[config.mk]
export PLATFORM = sky130hd
export DESIGN_NAME = dual_key_sorted_queue_top
export DESIGN_NICKNAME = d
export VERILOG_FILES = /design/src/rtl/dksq_pkg.sv /design/src/rtl/dual_key_sorted_queue_top.sv /design/src/rtl/dksq_front.sv /design/src/rtl/dksq_cells.sv
export VERILOG_INCLUDE_DIRS = /design/src /design/src/rtl
export SDC_FILE = /design/constraint.sdc
export NUM_CORES = 2
export LEC_CHECK = 0
export BUFFER_PORTS_ARGS = -buffer_cell sky130_fd_sc_hd__buf_2
export CELL_PAD_IN_SITES_DETAIL_PLACEMENT = 0
export CELL_PAD_IN_SITES_GLOBAL_PLACEMENT = 1
export CORE_MARGIN = 2
export CORE_UTILIZATION = 52
export DETAILED_ROUTE_END_ITERATION = 10
export PLACE_DENSITY = 0.91
export SLEW_MARGIN = 20
export SYNTH_ARGS = -nofsm -noshare
export SYNTH_HDL_FRONTEND = slang
export SYNTH_SLANG_ARGS = --single-unit
[constraint.sdc]
create_clock -name aclk -period 9.88 [get_ports aclk]
set_input_delay 1.976 -clock aclk [delete_from_list [all_inputs] [get_ports aclk]]
set_output_delay 1.976 -clock aclk [all_outputs]
set_load 0.01 [all_outputs]
[src/rtl/dual_key_sorted_queue_top_defines.svh]
// Assertion macros shared by the dual key sorted queue RTL.
// Depends on nothing; users must have aclk and aresetn in scope.
`ifndef DUAL_KEY_SORTED_QUEUE_TOP_DEFINES_SVH
`define DUAL_KEY_SORTED_QUEUE_TOP_DEFINES_SVH

// expr holds at every edge outside reset
`define DKSQ_ASSERT_ALWAYS(label, expr, msg) \
    label: assert property (@(posedge aclk) disable iff (!aresetn) (expr)) else $error(msg);

// ante implies cons in the same cycle
`define DKSQ_ASSERT_IMPL(label, ante, cons, msg) \
    label: assert property (@(posedge aclk) disable iff (!aresetn) (ante) |-> (cons)) \
        else $error(msg);

// ante implies cons in the next cycle
`define DKSQ_ASSERT_NEXT(label, ante, cons, msg) \
    label: assert property (@(posedge aclk) disable iff (!aresetn) (ante) |=> (cons)) \
        else $error(msg);

`endif

[src/rtl/dksq_pkg.sv]
// Shared types and constants for the dual key sorted queue.
// No dependencies; used by every module of the block.
package dksq_pkg;

    localparam int QUEUE_DEPTH = 16;
    localparam int CNT_W       = $clog2(QUEUE_DEPTH + 1);

    localparam int ID_W  = 16;
    localparam int SEQ_W = 16;
    localparam int PL_W  = 32;

    localparam int S_DATA_W = ID_W + SEQ_W + PL_W;
    localparam int S_USER_W = 2;

    localparam int M_RAW_W  = ID_W + SEQ_W + PL_W + ID_W + ID_W + CNT_W;
    localparam int M_DATA_W = ((M_RAW_W + 7) / 8) * 8;
    localparam int M_USER_W = 2;

    // request buffer between front and back, power of two
    localparam int REQ_FIFO_DEPTH = 2;
    localparam int REQ_PTR_W      = $clog2(REQ_FIFO_DEPTH);
    localparam int REQ_CNT_W      = $clog2(REQ_FIFO_DEPTH + 1);

    typedef enum logic [1:0] {
        REQ_INS_ID  = 2'd0,
        REQ_INS_SEQ = 2'd1,
        REQ_APPEND  = 2'd2,
        REQ_POP     = 2'd3
    } req_kind_t;

    typedef struct packed {
        logic [ID_W-1:0]  id;
        logic [SEQ_W-1:0] seq;
        logic [PL_W-1:0]  payload;
    } entry_t;

    typedef struct packed {
        req_kind_t kind;
        entry_t    entry;
    } req_t;

    // compare result: ge[i] set where slot i is at or after the insert point
    typedef struct packed {
        logic [QUEUE_DEPTH-1:0] ge;
        logic                   at_end;
    } cmp_res_t;

    typedef struct packed {
        logic                   ins_en;
        logic                   pop_en;
        logic [QUEUE_DEPTH-1:0] ge;
    } cell_ctrl_t;

endpackage

[src/rtl/dual_key_sorted_queue_top.sv]
// Top level of the dual key sorted queue: front request buffer, entry cells,
// back sequencer and result register. Depends on dksq_pkg, dksq_front, dksq_cells.
//
// Usage:
//   s_ channel carries requests: s_tuser is the request kind (insert by id,
//   insert by sequence number, append, pop), s_tdata the entry to insert.
//   m_ channel returns one result beat per request: popped entry, head and
//   tail ids, entry count after the step, and in m_tuser the popped-valid
//   and rejected flags.
//   Each request passes through two back-end states: IDLE compares its key
//   at the FIFO head against all stored entries in parallel, EXEC shifts the
//   cells and loads the result register. A new request is taken from the
//   FIFO only after the previous one has left EXEC, so requests do not
//   overlap in the back end.
//   A two-entry request FIFO lets the sender keep going while a result
//   waits; if the receiver holds m_tready low, the back end waits in its
//   execute step with the cells untouched, and the FIFO fills, then
//   s_tready drops.
//   Reset (aresetn low, synchronous) empties the queue and both channels;
//   entry storage itself is not cleared, the count alone marks it valid.
`include "dual_key_sorted_queue_top_defines.svh"

module dual_key_sorted_queue_top (
    input  logic                          aclk,
    input  logic                          aresetn,
    input  logic                          s_tvalid,
    output logic                          s_tready,
    // [15:0] order_id, [31:16] seq_number, [63:32] payload
    input  logic [dksq_pkg::S_DATA_W-1:0] s_tdata,
    // [1:0] req_type
    input  logic [dksq_pkg::S_USER_W-1:0] s_tuser,
    output logic                          m_tvalid,
    input  logic                          m_tready,
    // [15:0] popped_id, [31:16] popped_seq, [63:32] popped_payload,
    // [79:64] head_id, [95:80] tail_id, [100:96] entry_count, rest zero
    output logic [dksq_pkg::M_DATA_W-1:0] m_tdata,
    // [0] popped_valid, [1] rejected
    output logic [dksq_pkg::M_USER_W-1:0] m_tuser
);

    typedef enum logic {
        ST_IDLE,
        ST_EXEC
    } state_t;

    localparam int PAD_W = dksq_pkg::M_DATA_W - dksq_pkg::M_RAW_W;

    state_t                          state_reg;
    dksq_pkg::req_t                  req_reg;
    logic [dksq_pkg::QUEUE_DEPTH-1:0] ge_reg;
    logic                            at_end_reg;
    logic [dksq_pkg::CNT_W-1:0]      count_reg, count_next;
    logic [dksq_pkg::ID_W-1:0]       tail_reg, tail_next;
    logic                            m_tvalid_reg;
    logic [dksq_pkg::M_DATA_W-1:0]   m_tdata_reg, m_tdata_next;
    logic [dksq_pkg::M_USER_W-1:0]   m_tuser_reg, m_tuser_next;

    logic                 fifo_valid;
    dksq_pkg::req_t       fifo_head;
    logic                 fifo_pop;
    dksq_pkg::cmp_res_t   cmp_res;
    dksq_pkg::cell_ctrl_t cell_ctrl;
    dksq_pkg::entry_t     slot0, slot1;

    logic                      out_free;
    logic                      exec_fire;
    logic                      is_pop;
    logic                      rej;
    logic                      popped_valid;
    dksq_pkg::entry_t          popped;
    logic [dksq_pkg::ID_W-1:0] head_id;
    logic [dksq_pkg::ID_W-1:0] tail_id;

    dksq_front u_front (
        .aclk      (aclk),
        .aresetn   (aresetn),
        .s_tvalid  (s_tvalid),
        .s_tready  (s_tready),
        .s_tdata   (s_tdata),
        .s_tuser   (s_tuser),
        .req_valid (fifo_valid),
        .req_head  (fifo_head),
        .req_pop   (fifo_pop)
    );

    // compare runs on the FIFO head in IDLE; result latched with the request
    dksq_cells u_cells (
        .aclk      (aclk),
        .cmp_req   (fifo_head),
        .count     (count_reg),
        .cmp_res   (cmp_res),
        .ctrl      (cell_ctrl),
        .new_entry (req_reg.entry),
        .slot0     (slot0),
        .slot1     (slot1)
    );

    assign fifo_pop  = (state_reg == ST_IDLE) && fifo_valid;
    assign out_free  = !m_tvalid_reg || m_tready;
    assign exec_fire = (state_reg == ST_EXEC) && out_free;
    assign is_pop    = (req_reg.kind == dksq_pkg::REQ_POP);
    assign rej       = is_pop ? (count_reg == '0)
                              : (count_reg == dksq_pkg::CNT_W'(dksq_pkg::QUEUE_DEPTH));

    assign cell_ctrl.ins_en = exec_fire && !is_pop && !rej;
    assign cell_ctrl.pop_en = exec_fire && is_pop && !rej;
    assign cell_ctrl.ge     = ge_reg;

    // result of the step, built from the pre-shift cells and the latched compare
    always_comb begin
        popped_valid = 1'b0;
        popped       = '0;
        count_next   = count_reg;
        tail_next    = tail_reg;
        head_id      = (count_reg != '0) ? slot0.id : '0;
        if (!rej) begin
            if (is_pop) begin
                popped_valid = 1'b1;
                popped       = slot0;
                count_next   = count_reg - 1'b1;
                head_id      = (count_reg > dksq_pkg::CNT_W'(1)) ? slot1.id : '0;
            end else begin
                count_next = count_reg + 1'b1;
                head_id    = ge_reg[0] ? req_reg.entry.id : slot0.id;
                if (at_end_reg) begin
                    tail_next = req_reg.entry.id;
                end
            end
        end
        tail_id      = (count_next != '0) ? tail_next : '0;
        m_tdata_next = {{PAD_W{1'b0}}, count_next, tail_id, head_id,
                        popped.payload, popped.seq, popped.id};
        m_tuser_next = {rej, popped_valid};
    end

    always_ff @(posedge aclk) begin
        if (!aresetn) begin
            state_reg    <= ST_IDLE;
            count_reg    <= '0;
            m_tvalid_reg <= 1'b0;
        end else begin
            if (m_tready && !exec_fire) begin
                m_tvalid_reg <= 1'b0;
            end
            case (state_reg)
                ST_IDLE: begin
                    if (fifo_valid) begin
                        req_reg    <= fifo_head;
                        ge_reg     <= cmp_res.ge;
                        at_end_reg <= cmp_res.at_end;
                        state_reg  <= ST_EXEC;
                    end
                end
                ST_EXEC: begin
                    if (out_free) begin
                        count_reg    <= count_next;
                        tail_reg     <= tail_next;
                        m_tdata_reg  <= m_tdata_next;
                        m_tuser_reg  <= m_tuser_next;
                        m_tvalid_reg <= 1'b1;
                        state_reg    <= ST_IDLE;
                    end
                end
                default: begin
                    state_reg <= ST_IDLE;
                end
            endcase
        end
    end

    assign m_tvalid = m_tvalid_reg;
    assign m_tdata  = m_tdata_reg;
    assign m_tuser  = m_tuser_reg;

    `DKSQ_ASSERT_ALWAYS(a_count_bound, count_reg <= dksq_pkg::CNT_W'(dksq_pkg::QUEUE_DEPTH), "entry count above depth")
    `DKSQ_ASSERT_NEXT(a_pop_dec, cell_ctrl.pop_en, count_reg == $past(count_reg) - 1'b1, "pop did not decrement count")
    `DKSQ_ASSERT_NEXT(a_ins_inc, cell_ctrl.ins_en, count_reg == $past(count_reg) + 1'b1, "insert did not increment count")
    `DKSQ_ASSERT_IMPL(a_flags_excl, m_tvalid_reg, !(m_tuser_reg[0] && m_tuser_reg[1]), "popped and rejected together")

endmodule

[src/rtl/dksq_front.sv]
// Front end: takes request beats, decodes the kind, buffers them in a short FIFO.
// Depends on dksq_pkg and dual_key_sorted_queue_top_defines.svh.
`include "dual_key_sorted_queue_top_defines.svh"

module dksq_front (
    input  logic                          aclk,
    input  logic                          aresetn,
    input  logic                          s_tvalid,
    output logic                          s_tready,
    // [15:0] order_id, [31:16] seq_number, [63:32] payload
    input  logic [dksq_pkg::S_DATA_W-1:0] s_tdata,
    // [1:0] req_type
    input  logic [dksq_pkg::S_USER_W-1:0] s_tuser,
    output logic                          req_valid,
    output dksq_pkg::req_t                req_head,
    input  logic                          req_pop
);

    dksq_pkg::req_t                  fifo_mem_reg [dksq_pkg::REQ_FIFO_DEPTH];
    logic [dksq_pkg::REQ_PTR_W-1:0]  wr_ptr_reg, wr_ptr_next;
    logic [dksq_pkg::REQ_PTR_W-1:0]  rd_ptr_reg, rd_ptr_next;
    logic [dksq_pkg::REQ_CNT_W-1:0]  fill_reg, fill_next;
    dksq_pkg::req_t                  in_req;
    logic                            push;

    always_comb begin
        in_req.kind          = dksq_pkg::req_kind_t'(s_tuser[1:0]);
        in_req.entry.id      = s_tdata[dksq_pkg::ID_W-1:0];
        in_req.entry.seq     = s_tdata[dksq_pkg::ID_W +: dksq_pkg::SEQ_W];
        in_req.entry.payload = s_tdata[dksq_pkg::ID_W + dksq_pkg::SEQ_W +: dksq_pkg::PL_W];
    end

    assign s_tready  = (fill_reg != dksq_pkg::REQ_CNT_W'(dksq_pkg::REQ_FIFO_DEPTH));
    assign push      = s_tvalid && s_tready;
    assign req_valid = (fill_reg != '0);
    assign req_head  = fifo_mem_reg[rd_ptr_reg];

    always_comb begin
        wr_ptr_next = push ? wr_ptr_reg + 1'b1 : wr_ptr_reg;
        rd_ptr_next = req_pop ? rd_ptr_reg + 1'b1 : rd_ptr_reg;
        fill_next   = fill_reg + dksq_pkg::REQ_CNT_W'(push) - dksq_pkg::REQ_CNT_W'(req_pop);
    end

    always_ff @(posedge aclk) begin
        if (!aresetn) begin
            wr_ptr_reg <= '0;
            rd_ptr_reg <= '0;
            fill_reg   <= '0;
        end else begin
            wr_ptr_reg <= wr_ptr_next;
            rd_ptr_reg <= rd_ptr_next;
            fill_reg   <= fill_next;
        end
    end

    always_ff @(posedge aclk) begin
        if (push) begin
            fifo_mem_reg[wr_ptr_reg] <= in_req;
        end
    end

    `DKSQ_ASSERT_IMPL(a_front_pop_nonempty, req_pop, fill_reg != '0, "pop from empty request fifo")
    `DKSQ_ASSERT_ALWAYS(a_front_fill_bound, fill_reg <= dksq_pkg::REQ_CNT_W'(dksq_pkg::REQ_FIFO_DEPTH), "request fifo overfilled")

endmodule

[src/rtl/dksq_cells.sv]
// Entry cells of the queue: parallel key compare and one-step shift in or out.
// Depends on dksq_pkg.
module dksq_cells (
    input  logic                       aclk,
    input  dksq_pkg::req_t             cmp_req,
    input  logic [dksq_pkg::CNT_W-1:0] count,
    output dksq_pkg::cmp_res_t         cmp_res,
    input  dksq_pkg::cell_ctrl_t       ctrl,
    input  dksq_pkg::entry_t           new_entry,
    output dksq_pkg::entry_t           slot0,
    output dksq_pkg::entry_t           slot1
);

    localparam int D = dksq_pkg::QUEUE_DEPTH;

    dksq_pkg::entry_t slot_reg [D];
    logic [D-1:0]     sort_hit;
    logic [D-1:0]     hit;
    logic             sorted;
    logic             by_seq;

    assign sorted = (cmp_req.kind == dksq_pkg::REQ_INS_ID) ||
                    (cmp_req.kind == dksq_pkg::REQ_INS_SEQ);
    assign by_seq = (cmp_req.kind == dksq_pkg::REQ_INS_SEQ);

    // first slot whose key is strictly greater, else the slot just past the end
    always_comb begin
        for (int i = 0; i < D; i++) begin
            sort_hit[i] = sorted && (dksq_pkg::CNT_W'(i) < count) &&
                          (by_seq ? (cmp_req.entry.seq < slot_reg[i].seq)
                                  : (cmp_req.entry.id < slot_reg[i].id));
            hit[i]      = sort_hit[i] || (dksq_pkg::CNT_W'(i) == count);
        end
        for (int i = 0; i < D; i++) begin
            cmp_res.ge[i] = |(hit & ({D{1'b1}} >> (D - 1 - i)));
        end
        cmp_res.at_end = ~|sort_hit;
    end

    for (genvar g = 0; g < D; g++) begin : g_cell
        always_ff @(posedge aclk) begin
            if (ctrl.pop_en) begin
                if (g < D - 1) begin
                    slot_reg[g] <= slot_reg[(g + 1) % D];
                end
            end else if (ctrl.ins_en && ctrl.ge[g]) begin
                if (g == 0) begin
                    slot_reg[g] <= new_entry;
                end else begin
                    slot_reg[g] <= ctrl.ge[(g + D - 1) % D] ? slot_reg[(g + D - 1) % D]
                                                            : new_entry;
                end
            end
        end
    end

    assign slot0 = slot_reg[0];
    assign slot1 = slot_reg[1];

endmodule

==> run summary <==
Run status: complete, no violations
Routed met3 length: 15300 um
Pwr per Cell Area: 288 mW/mm^2
Setup Fix Bufs, Post-CTS: 0
Placed Instances: 8489
CTS Root Cell: clkbuf_16
TritonCTS clock tree: built
Area Overhead vs Synth: 9.71%
Commonest non-fill, non-tap cell in the layout: edfxtp_1
Synthesized flop and latch total: 1370
Slew Limit Headroom: 0.207
Synth Cell Area: 0.0761 sq mm
Top FF cell, synth: edfxtp_1
Cts hold-fix bufs: 0
Pre-CTS setup slack: 4.29 ns
Yosys warnings: 0
Startpoint Class: flip-flop
Post-synth top area cell: edfxtp_1
Number of synthesized flops with an enable pin: 1358
Worst-margin pin slew: 1.19 ns
Core ar.: 0.146 sq mm
Top Metal Used: met5
Drt wl/cell: 23.8 um
Top post-synthesis cells by area: edfxtp_1 (54%), mux2i_1 (12%), ha_1 (8.0%)
Htree depth: 4
Nets: 7291
Row cnt: 140
Ys async rst share: 0
Critical Path RT: 10.43 ns
GPL Wtd Cong: 0.917
Final cell count without fillers: 8773
Leak: 34.7 nW
Post-Route M1 WL: 88600 um
# IOs: 178
Clk sink count: 1370
Max clock buf depth: 3
Largest register FFs: 1024
Drt drc: 0
Share of cells above drive strength 1: 0.104
Synth top area share: 0.536
Setup ws final: 4.64 ns
Layout Skew: 0.0586 ns
Crit path kind: reg2reg
Worst path arrival time: 5.78 ns
Area of the die: 0.150 sq mm
Via count: 54100
1st-iter DRT viols: 5135
GRT overflow: 0
Peak supply drop: 0.183 mV
Clock Pin Slew Worst Setup and Hold Paths: 0.06 ns
First-pass GRT wire length: 318000 um
Final Hold Fails: 0
Total CTS buffers: 151
Fin Setup TNS: 0 ns
First-pass iteration count of the detailed router: 6
Starting density of the core: 0.523
Hold Crit Class: reg2reg
Worst setup EP type: flip-flop
Post-synth cell types: 71
Placed wire-length estimate: 138000 um
Worst Path Max Fanout: 38
Fin. max-slew vios: 0
Mean post-synth cell area: 11.3 sq um
IO buf count: 174
Total global-route track usage: 0.273
Routed Antenna Nets: 0
Max-cap violations: 0
Minimum clock period: 5.24 ns
Die height: 387 um
Clk Latency, worst-skew pair: 0.84 ns
Max frequency: 191 MHz
Met2 wire length: 97300 um
Commonest cells after routing, fill and taps aside: edfxtp_1 (1358), a21oi_1 (1045), nor2_1 (1003)
Drt via density: 6.17
RSZ-0062 raised after global routing: false
Largest net degree at the start of global routing: 98
Syn Inst Count: 6758
Die Span X: 387 um
Routed WL: 209000 um
Vias in the first global route: 54300
Endpoints failing setup: 0
Post-synthesis sequential area ratio: 0.539
Antenna violations before repair: 6
Post_cts resized: 0
Period utilization: 0.530
[per-layer routing]
metal  up-vias  GRT usage
met5         -          0
met4         4      0.111
met3       394     0.0475
met2      2199      0.440
met1     27000      0.366
li1      24500          -
[worst paths after layout]
kind / from / endpoint / slack (ns) / depth (start not counted)
setup reg to reg: flip-flop / ge_reg[12]$_DFFE_PP_ / 4.64 / 11
hold / removal: u_front.rd_ptr_reg$_SDFFE_PN0P_ / flip-flop / 0.52 / 2
setup / recovery: flip-flop / ge_reg[12]$_DFFE_PP_ / 4.64 / 11
hold reg to reg: u_front.rd_ptr_reg$_SDFFE_PN0P_ / flip-flop / 0.52 / 2
[worst max-delay path: stages, from the launching register on]
cell       delay (ns)
dfxtp_4          0.76
buf_4            0.58
mux2_2           0.63
ha_1             0.40
o2111ai_1        0.12
a311oi_1         0.42
o311ai_1         0.28
a32oi_1          0.33
and4_1           0.29
or3b_1           0.48
nor3b_4          0.43
nand4_1          0.16
[kinds of logic after synthesis]
logic type | Yosys count | share of synthesized area
AOI/OAI and AO/OA | 1393 | 0.101
xor gates and xnor gates | 12 | 0.00138
adders and majority gates | 487 | 0.0800
buffers and inverters | 951 | 0.0472
DFF | 1370 | 0.539
muxes | 1123 | 0.151
other | 1 | 0.0000492
and+or+nand+nor | 1421 | 0.0804
[synthesized netlist by cell type (all sizes together), types with 6 or more instances]
master	instances
dfxtp	12
a211oi	31
o21a	12
and3	6
a311oi	11
a31oi	17
a21o	33
and2	81
o31ai	6
nand2	111
edfxtp	1358
clkbuf	410
a2111oi	16
a41oi	7
and4	25
nor2	1006
o2111ai	14
nor4	6
ha	487
o21ai	107
buf	26
inv	515
xnor2	7
nand3	39
o211ai	27
nand2b	24
nand4	45
o31a	17
mux2i	917
or3	6
nor3b	6
mux2	206
nor2b	18
a221oi	10
a21oi	1046
nor3	30
[report_power, final]
part	internal, mW	switching, mW	total [mW]
logic	3.18	5.55	8.73
registers	8.68	1.21	9.88
clock network	3.03	2.44	5.48
[stage by stage]
step / area [sq um] / util / hold WS, ns / power, mW
floorplan: 76200 / - / 0.481 / 15.6
global placement: 78500 / 0.539 / 0.495 / 18.1
detailed placement: 78600 / 0.540 / 0.506 / 18.5
CTS: 83300 / 0.572 / 0.523 / 24.0
global route: 83500 / 0.574 / 0.548 / 25.3
finish: 83500 / 0.574 / 0.522 / 24.1
[area by class of cell]
class                      instances  area (sq um)
antenna                            2          5.00
clock buffer                     198          4070
clock inverter                    75           662
fill                           11800         62000
inverter                         515          1930
multi-input combinational       4439         31800
sequential                      1370         41000
tap                             1917          2400
timing repair buffer             257          1700
No activity file was read; power rests on OpenSTA's default activity.
